File: src/sv/pwi_pkg.sv
// ----------------------------------------------------------------------------
// pwi_pkg
// Shared types and codes for the windowed-integral PID block.
// ----------------------------------------------------------------------------
package pwi_pkg;

   localparam int DATA_W   = 16;
   localparam int RESULT_W = 32;
   localparam int CSR_W    = 32;
   localparam int ADDR_W   = 4;

   localparam logic OP_COMPUTE = 1'b0;
   localparam logic OP_CLEAR   = 1'b1;

   localparam logic [1:0] REG_GAIN_P = 2'd0;
   localparam logic [1:0] REG_GAIN_I = 2'd1;
   localparam logic [1:0] REG_GAIN_D = 2'd2;

   typedef struct packed {
      logic [DATA_W-1:0] proportional;
      logic [DATA_W-1:0] integral;
      logic [DATA_W-1:0] derivative;
   } gains_type;

   typedef struct packed {
      logic                     valid;
      logic signed [DATA_W-1:0] err;
      logic signed [DATA_W-1:0] deriv;
   } stage_type;

endpackage

File: src/sv/pwi_csr.sv
// ----------------------------------------------------------------------------
// pwi_csr
// Gain registers behind the APB-style configuration port.
// ----------------------------------------------------------------------------
module pwi_csr (
   input  logic                        clock,
   input  logic                        reset,
   input  logic                        psel,
   input  logic                        penable,
   input  logic                        pwrite,
   input  logic [pwi_pkg::ADDR_W-1:0]  paddr,
   input  logic [pwi_pkg::CSR_W-1:0]   pwdata,
   output logic [pwi_pkg::CSR_W-1:0]   prdata,
   output logic                        pready,
   output pwi_pkg::gains_type          gains
);

   pwi_pkg::gains_type gains_ff, gains_in;
   logic               write_en;
   logic [1:0]         reg_index;

   assign pready    = 1'b1;
   assign reg_index = paddr[3:2];
   assign write_en  = psel && penable && pwrite && pready;

   always_comb begin
      gains_in = gains_ff;
      if (write_en) begin
         unique case (reg_index)
            pwi_pkg::REG_GAIN_P: gains_in.proportional = pwdata[pwi_pkg::DATA_W-1:0];
            pwi_pkg::REG_GAIN_I: gains_in.integral     = pwdata[pwi_pkg::DATA_W-1:0];
            pwi_pkg::REG_GAIN_D: gains_in.derivative   = pwdata[pwi_pkg::DATA_W-1:0];
            default:             gains_in              = gains_ff;
         endcase
      end
   end

   always_comb begin
      unique case (reg_index)
         pwi_pkg::REG_GAIN_P: prdata = {16'd0, gains_ff.proportional};
         pwi_pkg::REG_GAIN_I: prdata = {16'd0, gains_ff.integral};
         pwi_pkg::REG_GAIN_D: prdata = {16'd0, gains_ff.derivative};
         default:             prdata = '0;
      endcase
   end

   always_ff @(posedge clock) begin
      if (reset) begin
         gains_ff <= '0;
      end else begin
         gains_ff <= gains_in;
      end
   end

   assign gains = gains_ff;

endmodule

File: src/sv/pwi_front.sv
// ----------------------------------------------------------------------------
// pwi_front
// Error, delay line, window sum and derivative; feeds the multiply stage.
// ----------------------------------------------------------------------------
module pwi_front #(
   parameter int WINDOW_LEN = 8,
   parameter int SUM_W      = 16 + $clog2(WINDOW_LEN)
) (
   input  logic                              clock,
   input  logic                              reset,
   input  logic                              load,
   input  logic                              advance,
   input  logic                              operation,
   input  logic [pwi_pkg::DATA_W-1:0]        target_value,
   input  logic [pwi_pkg::DATA_W-1:0]        measured_value,
   output pwi_pkg::stage_type                stage,
   output logic signed [SUM_W-1:0]           stage_sum
);

   logic signed [pwi_pkg::DATA_W-1:0] hist_ff [WINDOW_LEN];
   logic signed [pwi_pkg::DATA_W-1:0] hist_in [WINDOW_LEN];
   logic signed [SUM_W-1:0]           sum_ff, sum_in;
   pwi_pkg::stage_type                stage_ff, stage_in;
   logic signed [SUM_W-1:0]           stage_sum_ff, stage_sum_in;
   logic signed [pwi_pkg::DATA_W-1:0] err;
   logic signed [pwi_pkg::DATA_W-1:0] diff;
   logic signed [SUM_W-1:0]           sum_next;
   logic                              take_compute;

   assign err          = $signed(measured_value - target_value);
   assign diff         = err - hist_ff[0];
   assign sum_next     = sum_ff + SUM_W'(err) - SUM_W'(hist_ff[WINDOW_LEN-1]);
   assign take_compute = load && (operation == pwi_pkg::OP_COMPUTE);

   always_comb begin
      hist_in      = hist_ff;
      sum_in       = sum_ff;
      stage_in     = stage_ff;
      stage_sum_in = stage_sum_ff;
      if (advance) begin
         stage_in.valid = 1'b0;
      end
      if (load) begin
         stage_in.valid = take_compute;
         if (operation == pwi_pkg::OP_CLEAR) begin
            for (int i = 0; i < WINDOW_LEN; i++) begin
               hist_in[i] = '0;
            end
            sum_in = '0;
         end else begin
            for (int i = 1; i < WINDOW_LEN; i++) begin
               hist_in[i] = hist_ff[i-1];
            end
            hist_in[0]     = err;
            sum_in         = sum_next;
            stage_in.err   = err;
            stage_in.deriv = (hist_ff[0] != '0) ? diff : '0;
            stage_sum_in   = sum_next;
         end
      end
   end

   always_ff @(posedge clock) begin
      if (reset) begin
         for (int i = 0; i < WINDOW_LEN; i++) begin
            hist_ff[i] <= '0;
         end
         sum_ff         <= '0;
         stage_ff.valid <= 1'b0;
      end else begin
         hist_ff        <= hist_in;
         sum_ff         <= sum_in;
         stage_ff.valid <= stage_in.valid;
      end
      stage_ff.err   <= stage_in.err;
      stage_ff.deriv <= stage_in.deriv;
      stage_sum_ff   <= stage_sum_in;
   end

   assign stage     = stage_ff;
   assign stage_sum = stage_sum_ff;

endmodule

File: src/sv/pwi_mac.sv
// ----------------------------------------------------------------------------
// pwi_mac
// Three gain products summed into the result register.
// ----------------------------------------------------------------------------
module pwi_mac #(
   parameter int SUM_W = 19
) (
   input  logic                                clock,
   input  logic                                reset,
   input  logic                                load,
   input  pwi_pkg::gains_type                  gains,
   input  pwi_pkg::stage_type                  stage,
   input  logic signed [SUM_W-1:0]             stage_sum,
   output logic                                result_valid,
   output logic [pwi_pkg::RESULT_W-1:0]        result_value
);

   logic signed [pwi_pkg::DATA_W:0]         prod_p;
   logic signed [pwi_pkg::DATA_W+SUM_W:0]   prod_i;
   logic signed [pwi_pkg::DATA_W:0]         prod_d;
   logic signed [2*pwi_pkg::DATA_W:0]       wide_p;
   logic signed [2*pwi_pkg::DATA_W:0]       wide_d;
   logic [pwi_pkg::RESULT_W-1:0]            acc;
   logic                                    valid_ff, valid_in;
   logic [pwi_pkg::RESULT_W-1:0]            value_ff, value_in;

   assign prod_p = $signed({1'b0, gains.proportional});
   assign prod_d = $signed({1'b0, gains.derivative});
   assign wide_p = prod_p * stage.err;
   assign wide_d = prod_d * stage.deriv;
   assign prod_i = $signed({1'b0, gains.integral}) * stage_sum;

   assign acc = wide_p[pwi_pkg::RESULT_W-1:0] + prod_i[pwi_pkg::RESULT_W-1:0]
              + wide_d[pwi_pkg::RESULT_W-1:0];

   assign valid_in = load ? stage.valid : valid_ff;
   assign value_in = (load && stage.valid) ? acc : value_ff;

   always_ff @(posedge clock) begin
      if (reset) begin
         valid_ff <= 1'b0;
      end else begin
         valid_ff <= valid_in;
      end
      value_ff <= value_in;
   end

   assign result_valid = valid_ff;
   assign result_value = value_ff;

endmodule

File: src/sv/pid_windowed_integral.sv
// ----------------------------------------------------------------------------
// pid_windowed_integral
// PID controller with a sliding-window integral over the last WINDOW_LEN errors.
//
// Requests arrive on the req_ valid/ready channel: a compute request carries a
// set point and a measured value and yields one control value on the rsp_
// channel; a clear request empties the error history and the window sum and
// yields nothing. Gains are written over the APB-style port at byte addresses
// 0, 4 and 8 (proportional, integral, derivative, units of 0.01).
// From acceptance to rsp_valid the input stage registers the error, window sum
// and derivative, then the result register the three gain products summed.
// Throughput is one request per cycle while the receiver takes results; the
// delay line and window sum are updated as each request is accepted.
// When the receiver stalls, the result register holds and the middle stage
// still takes one more request; req_ready drops only when both are full.
// Reset clears the history, the sum, the gains and both valid flags.
// ----------------------------------------------------------------------------
module pid_windowed_integral #(
   parameter int WINDOW_LEN = 8
) (
   input  logic                               clock,
   input  logic                               reset,
   input  logic                               req_valid,
   output logic                               req_ready,
   input  logic                               req_operation,
   input  logic [pwi_pkg::DATA_W-1:0]         req_target_value,
   input  logic [pwi_pkg::DATA_W-1:0]         req_measured_value,
   output logic                               rsp_valid,
   input  logic                               rsp_ready,
   output logic signed [pwi_pkg::RESULT_W-1:0] rsp_control_value,
   input  logic                               psel,
   input  logic                               penable,
   input  logic                               pwrite,
   input  logic [pwi_pkg::ADDR_W-1:0]         paddr,
   input  logic [pwi_pkg::CSR_W-1:0]          pwdata,
   output logic [pwi_pkg::CSR_W-1:0]          prdata,
   output logic                               pready
);

   localparam int SUM_W = 16 + $clog2(WINDOW_LEN);

   pwi_pkg::gains_type          gains;
   pwi_pkg::stage_type          stage;
   logic signed [SUM_W-1:0]     stage_sum;
   logic                        out_advance;
   logic                        req_take;
   logic [pwi_pkg::RESULT_W-1:0] result_value;

   assign out_advance = !rsp_valid || rsp_ready;
   assign req_ready   = !stage.valid || out_advance;
   assign req_take    = req_valid && req_ready;

   pwi_csr u_csr (
      .clock   (clock),
      .reset   (reset),
      .psel    (psel),
      .penable (penable),
      .pwrite  (pwrite),
      .paddr   (paddr),
      .pwdata  (pwdata),
      .prdata  (prdata),
      .pready  (pready),
      .gains   (gains)
   );

   pwi_front #(
      .WINDOW_LEN (WINDOW_LEN),
      .SUM_W      (SUM_W)
   ) u_front (
      .clock          (clock),
      .reset          (reset),
      .load           (req_take),
      .advance        (out_advance),
      .operation      (req_operation),
      .target_value   (req_target_value),
      .measured_value (req_measured_value),
      .stage          (stage),
      .stage_sum      (stage_sum)
   );

   pwi_mac #(
      .SUM_W (SUM_W)
   ) u_mac (
      .clock        (clock),
      .reset        (reset),
      .load         (out_advance),
      .gains        (gains),
      .stage        (stage),
      .stage_sum    (stage_sum),
      .result_valid (rsp_valid),
      .result_value (result_value)
   );

   assign rsp_control_value = $signed(result_value);

   a_clear_no_stage: assert property (@(posedge clock) disable iff (reset)
      req_take && (req_operation == pwi_pkg::OP_CLEAR) |=> !stage.valid)
      else $error("clear request entered the multiply stage");

   a_compute_staged: assert property (@(posedge clock) disable iff (reset)
      req_take && (req_operation == pwi_pkg::OP_COMPUTE) |=> stage.valid)
      else $error("compute request lost at the input stage");

   a_stage_to_rsp: assert property (@(posedge clock) disable iff (reset)
      stage.valid && out_advance |=> rsp_valid)
      else $error("staged request did not reach the result register");

   a_ready_when_empty: assert property (@(posedge clock) disable iff (reset)
      !rsp_valid |-> req_ready)
      else $error("input stalled with an empty result register");

endmodule

File: config.mk
export PLATFORM = sky130hd
export DESIGN_NAME = pid_windowed_integral
export DESIGN_NICKNAME = d
export VERILOG_FILES = /design/src/sv/pwi_pkg.sv /design/src/sv/pwi_csr.sv /design/src/sv/pwi_front.sv /design/src/sv/pwi_mac.sv /design/src/sv/pid_windowed_integral.sv
export SDC_FILE = /design/constraint.sdc
export NUM_CORES = 2
export LEC_CHECK = 0
export BUFFER_PORTS_ARGS = -buffer_cell sky130_fd_sc_hd__buf_2
export CORE_UTILIZATION = 25
export DETAILED_ROUTE_END_ITERATION = 8
export PLACE_DENSITY = 0.45
export SETUP_SLACK_MARGIN = 0.2
export SYNTH_ARGS = -nofsm -noshare
export SYNTH_HDL_FRONTEND = slang
export SYNTH_SLANG_ARGS = --single-unit
File: constraint.sdc
create_clock -name clock -period 16.11 [get_ports clock]
set_clock_uncertainty 0.15 [all_clocks]
set_input_delay 0.8055 -clock clock [delete_from_list [all_inputs] [get_ports clock]]
set_output_delay 0.8055 -clock clock [all_outputs]
set_load 0.005 [all_outputs]
======== After elaboration in Yosys (flattened, before gate mapping) ========
Index checks and enable logic that the tools add are counted.
word-level totals
  memories kept ........................... 0
  memory bits (writable) .................. 0
  ROM bits ................................ 0
  output and inout bits ................... 67
  bits of input ports ..................... 76
  logic and storage cells ................. 53
  register bits ........................... 280
  latch bits .............................. 0
operators by class
  add/sub/neg operators ................... 6
  equality and inequality tests ........... 2
  bitwise logic cells ..................... 1
  $lt $le $gt $ge ......................... 0
  div/mod/pow operators ................... 0
  multiply operators ...................... 3
  reduce and logical (&&, ||, !) cells .... 16
  mux-type cells .......................... 7
  shift operators ......................... 0
operator list
  operator                                       number
  two-way mux 128 bit                            1
  adder 32 bit                                   2
  multiplier 17 x 16 -> 32 bit                   2
  one-hot mux 16 bit (3 select lines)            1
  two-way mux 33 bit                             1
  multiplier 17 x 19 -> 32 bit                   1
  two-way mux 32 bit                             1
  subtractor 16 bit                              2
  adder 19 x 16 -> 19 bit                        1
  two-way mux 19 bit                             1
  subtractor 19 x 16 -> 19 bit                   1
  two-way mux 16 bit                             1
  nonzero test 16 bit                            1
  AND reduction 2 bit                            4
  logical AND 1 bit                              5
  == test 2 x 1 -> 1 bit, second input constant  1
  == test 2 bit, second input constant           1
  logical NOT 1 bit                              2
  logical NOT 2 bit                              1
  logical OR 1 bit                               2
  nonzero test 2 bit                             1
  two-way mux 1 bit                              1
  NOT 1 bit                                      1

======== Longest topological paths before layout ========
  word-level depth ........................ 6
  mapped depth ............................ 31

======== Modules after synthesis ========
Synthesis repeated with hierarchy kept, for this count alone.
unflattened totals
  cell total of the unflattened synthesis .. 4474
  area, all modules ....................... 41760.1 µm²
modules (own cells, without submodules)
  module                 seq. area each (µm²)  cells an instance  instances  area an instance (µm²)
  pwi_mac                980.9                 3087               1          29438.2
  pwi_front              4494.3                1133               1          9850.7
  pwi_csr                960.9                 251                1          2436.1
  pid_windowed_integral  0.0                   3                  1          35.0

======== Least setup slack after synthesis ========
No wires, ideal clock.
  path type ............................... register -> register
  from .................................... register u_front.stage_sum_ff[18] (netlist: u_front.stage_sum[18])
  to ...................................... register u_mac.value_ff (netlist bit u_mac.result_value[31]), data pin
  path buffers ............................ 1
  setup slack ............................. 8159 ps
  arrival ................................. 7536 ps
  stages on the path, launching flop included .. 27
  cells stage by stage .................... edfxtp_1 -> clkbuf_1 -> nand2_1 -> inv_1 -> fa_1 -> fa_1 -> inv_1 -> fa_1 -> inv_1 -> fa_1 -> fa_1 -> fa_1 -> fa_1 -> fa_1 -> inv_1 -> fa_1 -> inv_1 -> ha_1 -> and3_1 -> and2_1 -> a221oi_1 -> o21ai_0 -> o21ba_2 -> nor2b_2 -> a21o_1 -> o41ai_2 -> xnor2_1
between the ends
  cells in the longest elaborated chain, start to end .. 3
ends and longest elaborated chain
  what                          RTL line         source
  start: declaration            pwi_front.sv:24  logic signed [SUM_W-1:0] stage_sum_ff, stage_sum_in;
  start signal: assignment      pwi_front.sv:77  stage_sum_ff <= stage_sum_in;
  multiplier 17 x 19 -> 32 bit  pwi_mac.sv:31    assign prod_i = $signed({1'b0, gains.integral}) * stage_sum;
  adder 32 bit                  pwi_mac.sv:33    assign acc = wide_p[pwi_pkg::RESULT_W-1:0] + prod_i[pwi_pkg::RESULT_W-1:0]
  adder 32 bit                  pwi_mac.sv:34    + wide_d[pwi_pkg::RESULT_W-1:0];
  net u_mac.acc (one bit)       pwi_mac.sv:23    logic [pwi_pkg::RESULT_W-1:0] acc;
  end signal: assignment        pwi_mac.sv:45    value_ff <= value_in;
  end: declaration              pwi_mac.sv:25    logic [pwi_pkg::RESULT_W-1:0] value_ff, value_in;
The timed path passes the listed nets, and every way through them passes these cells.
A chain may end at the register's enable or synchronous reset.

======== Final worst setup path ========
  from .................................... register u_csr.gains_ff (netlist bit u_csr.gains[16])
  to ...................................... register u_mac.value_ff (netlist bit u_mac.result_value[28]), data pin
between the ends
  cells in the longest elaborated chain, start to end .. 3
ends and longest elaborated chain
  what                          RTL line       source
  start: declaration            pwi_csr.sv:18  pwi_pkg::gains_type gains_ff, gains_in;
  start signal: assignment      pwi_csr.sv:51  gains_ff <= gains_in;
  multiplier 17 x 19 -> 32 bit  pwi_mac.sv:31
  adder 32 bit                  pwi_mac.sv:33
  adder 32 bit                  pwi_mac.sv:34
  net u_mac.acc (one bit)       pwi_mac.sv:23
The timed path passes the listed nets, and every way through them passes these cells.

==> flow_results.xml <==
<?xml version="1.0" encoding="UTF-8"?>
<metrics>
  <group name="timing">
    <metric name="timing.setup.tns" unit="ps">0</metric>
    <metric name="max_freq" unit="MHz">100</metric>
    <metric name="worst_pin_slew" unit="ps">1430</metric>
    <metric name="slew_violations" unit="">0</metric>
    <metric name="maxSlewHeadroom" unit="%">4.66</metric>
    <metric name="timing.final.crit_period" unit="ps">9970</metric>
    <metric name="rsz_0062_raised_after_global_routing" unit="">no</metric>
    <metric name="final.period_utilization" unit="%">61.9</metric>
    <metric name="hold_violations" unit="">0</metric>
    <metric name="setup_viol" unit="">0</metric>
  </group>
  <group name="place">
    <metric name="dp.final_hpwl" unit="mm">94.5</metric>
    <metric name="placed_cells_incl_taps" unit="">6546</metric>
    <metric name="gp_congestion" unit="">0.841</metric>
    <metric name="placedInstanceArea" unit="mm²">0.0441</metric>
    <metric name="place.port_buffers" unit="">107</metric>
  </group>
  <group name="global_routing">
    <metric name="gr-usage-all-layers" unit="%">14.5</metric>
    <metric name="first_global_vias" unit="">30436</metric>
    <metric name="antenna_found_initial" unit="">11</metric>
    <metric name="overflow" unit="">0</metric>
    <metric name="pin_count_of_the_biggest_net_entering_global_routing" unit="">115</metric>
    <metric name="wire_length_of_the_first_global_routing_pass" unit="mm">184</metric>
  </group>
  <group name="clocking">
    <metric name="post-cts-setup-buffers" unit="">0</metric>
    <metric name="cts_root_buf" unit="">clkbuf_16</metric>
    <metric name="clkSlewWorstSetupHoldPaths" unit="ps">60</metric>
    <metric name="post_cts_resized" unit="">0</metric>
    <metric name="htree_levels" unit="">2</metric>
    <metric name="tritoncts" unit="">yes</metric>
    <metric name="postCtsHoldBufs" unit="">0</metric>
    <metric name="cts_sinks" unit="">280</metric>
    <metric name="ctsLongestPathBuffers" unit="">3</metric>
    <metric name="numCtsBuffers" unit="">37</metric>
    <metric name="worst_skew_pair.late_latency" unit="ps">610</metric>
  </group>
  <group name="cells_and_area">
    <metric name="stdcell_count" unit="">6614</metric>
    <metric name="syn2layout_area_growth" unit="%">9.69</metric>
    <metric name="final_nets" unit="">5602</metric>
    <metric name="final_layout_fill_cell_count" unit="">17528</metric>
    <metric name="mostFrequentLayoutCell" unit="">inv_1</metric>
    <metric name="final_layout_size_suffix_gt1_share" unit="%">5.23</metric>
    <metric name="finish.instance_area" unit="mm²">0.0453</metric>
    <metric name="layout.area.seq" unit="mm²">0.00644</metric>
    <metric name="multi_input_area" unit="mm²">0.0305</metric>
    <metric name="layout.cells.most_common_list" unit="">964 x inv_1, 808 x fa_1, 504 x and2_1</metric>
  </group>
  <group name="hold_path">
    <metric name="timing.hold.worst.class" unit="">reg -&gt; reg</metric>
  </group>
  <group name="critical_path">
    <metric name="buf_inv_on_cp" unit="">5</metric>
    <metric name="crit_path_max_fanout" unit="">21</metric>
    <metric name="worst_path_largest_cell_delay" unit="ps">1130</metric>
    <metric name="cell_chain_of_the_critical_path" unit="">nand2_1 &gt; inv_1 &gt; fa_1 &gt; fa_1 &gt; inv_1 &gt; fa_1 &gt; inv_1 &gt; fa_1 &gt; fa_1 &gt; fa_1 &gt; fa_1 &gt; fa_1 &gt; inv_1 &gt; fa_1 &gt; inv_1 &gt; ha_1 &gt; and3_1 &gt; nand3_1 &gt; a21o_1 &gt; a311oi_2 &gt; o31ai_1 &gt; a221oi_1</metric>
    <metric name="critical-path-slowest-cell" unit="">a311oi_2</metric>
    <metric name="worstPathArrival" unit="ps">10140</metric>
    <metric name="critical_path.top_delay_family" unit="">adder cells</metric>
    <metric name="crit_required" unit="ps">16290</metric>
    <metric name="r2r_slack" unit="ps">6140</metric>
    <metric name="endpoint_kind" unit="">flip-flop</metric>
    <metric name="critPathKind" unit="">reg -&gt; reg</metric>
    <metric name="launching_element_type_of_the_critical_path" unit="">flip-flop</metric>
    <metric name="worst_path_most_repeated_cell" unit="">fa_1</metric>
  </group>
  <group name="synthesis">
    <metric name="avgSynthCellArea" unit="µm²">9.34</metric>
    <metric name="main_synth_ff_type" unit="">dfxtp_1</metric>
    <metric name="synth_area_leader_cell" unit="">fa_1</metric>
    <metric name="postSynthCellCount" unit="">4423</metric>
    <metric name="post_synth_main_area_contributors" unit="">fa_1 39%, dfxtp_1 9.5%, ha_1 9.3%</metric>
    <metric name="async_reset_ff_share" unit="%">0</metric>
    <metric name="seq_area_frac_synth" unit="%">15.6</metric>
    <metric name="synth-xor-area-share" unit="%">2.16</metric>
    <metric name="post_synth_instance_area" unit="mm²">0.0413</metric>
    <metric name="synth.yosys.warnings" unit="">0</metric>
    <metric name="synth_compound_area_share" unit="%">5.62</metric>
    <metric name="synth-edff-count" unit="">83</metric>
    <metric name="synthSimpleGateAreaFrac" unit="%">16.9</metric>
    <metric name="yosys.area_share.adder" unit="%">48.5</metric>
    <metric name="fraction_of_post_synthesis_cell_area_in_the_top_cell_type_by_area" unit="%">39.1</metric>
    <metric name="combinational_family_with_the_most_area_after_synthesis" unit="">adder cells</metric>
    <metric name="synth_seq_cells" unit="">280</metric>
    <metric name="synthDistinctLibCells" unit="">69</metric>
    <metric name="synth_mux_area_share" unit="%">0.388</metric>
  </group>
  <group name="floorplan">
    <metric name="coreArea" unit="mm²">0.163</metric>
    <metric name="floorplan.die_area" unit="mm²">0.167</metric>
    <metric name="placementRows" unit="">148</metric>
    <metric name="fp.dieH" unit="µm">409</metric>
    <metric name="chipWidth" unit="µm">409</metric>
    <metric name="floorplan.io_pins" unit="">143</metric>
    <metric name="initial_utilization" unit="%">25.3</metric>
  </group>
  <group name="power_and_ir_drop">
    <metric name="power_density" unit="mW/mm²">83.4</metric>
    <metric name="power.ir.vdd_worst" unit="V">0.0000992</metric>
    <metric name="leakagePower" unit="nW">21.4</metric>
  </group>
  <group name="detailed_routing">
    <metric name="wl_met2" unit="mm">56.8</metric>
    <metric name="drc_errors" unit="">0</metric>
    <metric name="met1Wirelength" unit="mm">52.1</metric>
    <metric name="drtPass1Iterations" unit="">5</metric>
    <metric name="wirelength" unit="mm">118</metric>
    <metric name="routed-via-count" unit="">28328</metric>
    <metric name="detailed_route_iter0_violations" unit="">1576</metric>
    <metric name="uppermost_routed_layer" unit="">met5</metric>
    <metric name="via_to_cell_ratio" unit="">4.28</metric>
    <metric name="met3RoutedLength" unit="mm">6.02</metric>
    <metric name="drt-wirelength-per-cell" unit="µm">17.8</metric>
    <metric name="antenna_left" unit="">0</metric>
  </group>
  <group name="status">
    <metric name="outcome" unit="">finished clean</metric>
  </group>
  <group name="job">
    <metric name="max-cap-violations" unit="">0</metric>
  </group>
</metrics>
## power by group
group	leakage, nW	total (mW)	switching, mW	internal (mW)
combinational	18.5	1.92	1.18	0.739
clock	0.572	0.839	0.352	0.486
sequential	2.36	1.02	0.152	0.871
total	21.4	3.78	1.68	2.10
## cell type report
| class | instances | area share (%) |
|---|---|---|
| Multi-Input combinational cell | 2975 | 67.2 |
| Sequential cell | 280 | 14.2 |
| Inverter | 965 | 7.99 |
| Tap cell | 2175 | 6.00 |
| Clock buffer | 52 | 2.28 |
| Timing Repair Buffer | 151 | 1.93 |
| Clock inverter | 13 | 0.362 |
| Antenna cell | 3 | 0.0166 |
## cell usage after synthesis (20+ instances only)
master    number
nor3b_1      103
ha_1         308
a21o_1        20
xnor2_1       69
a22oi_1       26
nand2_1      423
fa_1         808
nand2b_1      25
inv_1        964
a21oi_1      214
o21ai_0       54
nor2_1       193
nor2b_1       29
edfxtp_1      83
clkbuf_1     197
nor3_1        25
and2_1       504
xor2_1        30
dfxtp_1      197
## per-stage QoR
step	setup slack [ps]	util (%)	total power, mW	hold slack, ps
after floorplan	8160	-	2.23	298
after global placement	6490	27.0	2.93	295
after detailed placement	6460	27.0	2.94	299
after CTS	6410	27.7	3.82	307
after global routing	5810	27.7	4.09	333
final	6140	27.8	3.78	303
## path summary, 6_finish.rpt
check / start / to / cells after the start
worst max-delay path: u_csr.gains[16] / u_mac.result_value[28] / 22
worst min-delay path: u_csr.gains[28] / u_csr.gains[28] / 2
worst max register to register: u_csr.gains[16] / u_mac.result_value[28] / 22
worst min register to register: u_csr.gains[28] / u_csr.gains[28] / 2
## sequential cells by signal, summed over array words and instances, names as in the netlist
register and count:
u_front.hist_ff 128, u_csr.gains 48, u_front.stage 33, u_mac.result_value 32, u_front.stage_sum 19, u_front.sum_ff 19
u_mac.result_valid 1
## worst min-delay path: stages, from the launching register on
cell and delay (ps):
dfxtp_1 310, nand2_1 50, a21oi_1 50
## routing by layer
metal / GRT usage, % / up-vias
li1: - / 13190
met1: 18.8 / 14502
met2: 24.5 / 516
met3: 2.68 / 112
met4: 3.75 / 8
met5: 0 / -
## logic make-up after synthesis
logic type / after synthesis
AND/OR/NAND/NOR: 1343
buffers and inverters: 1183
adder cells (fa/ha/maj): 1116
AO/OA/AOI/OAI: 383
flip-flops: 280
XOR/XNOR: 100
multiplexers: 16
other: 2
No activity file was read; power rests on OpenSTA's default activity.
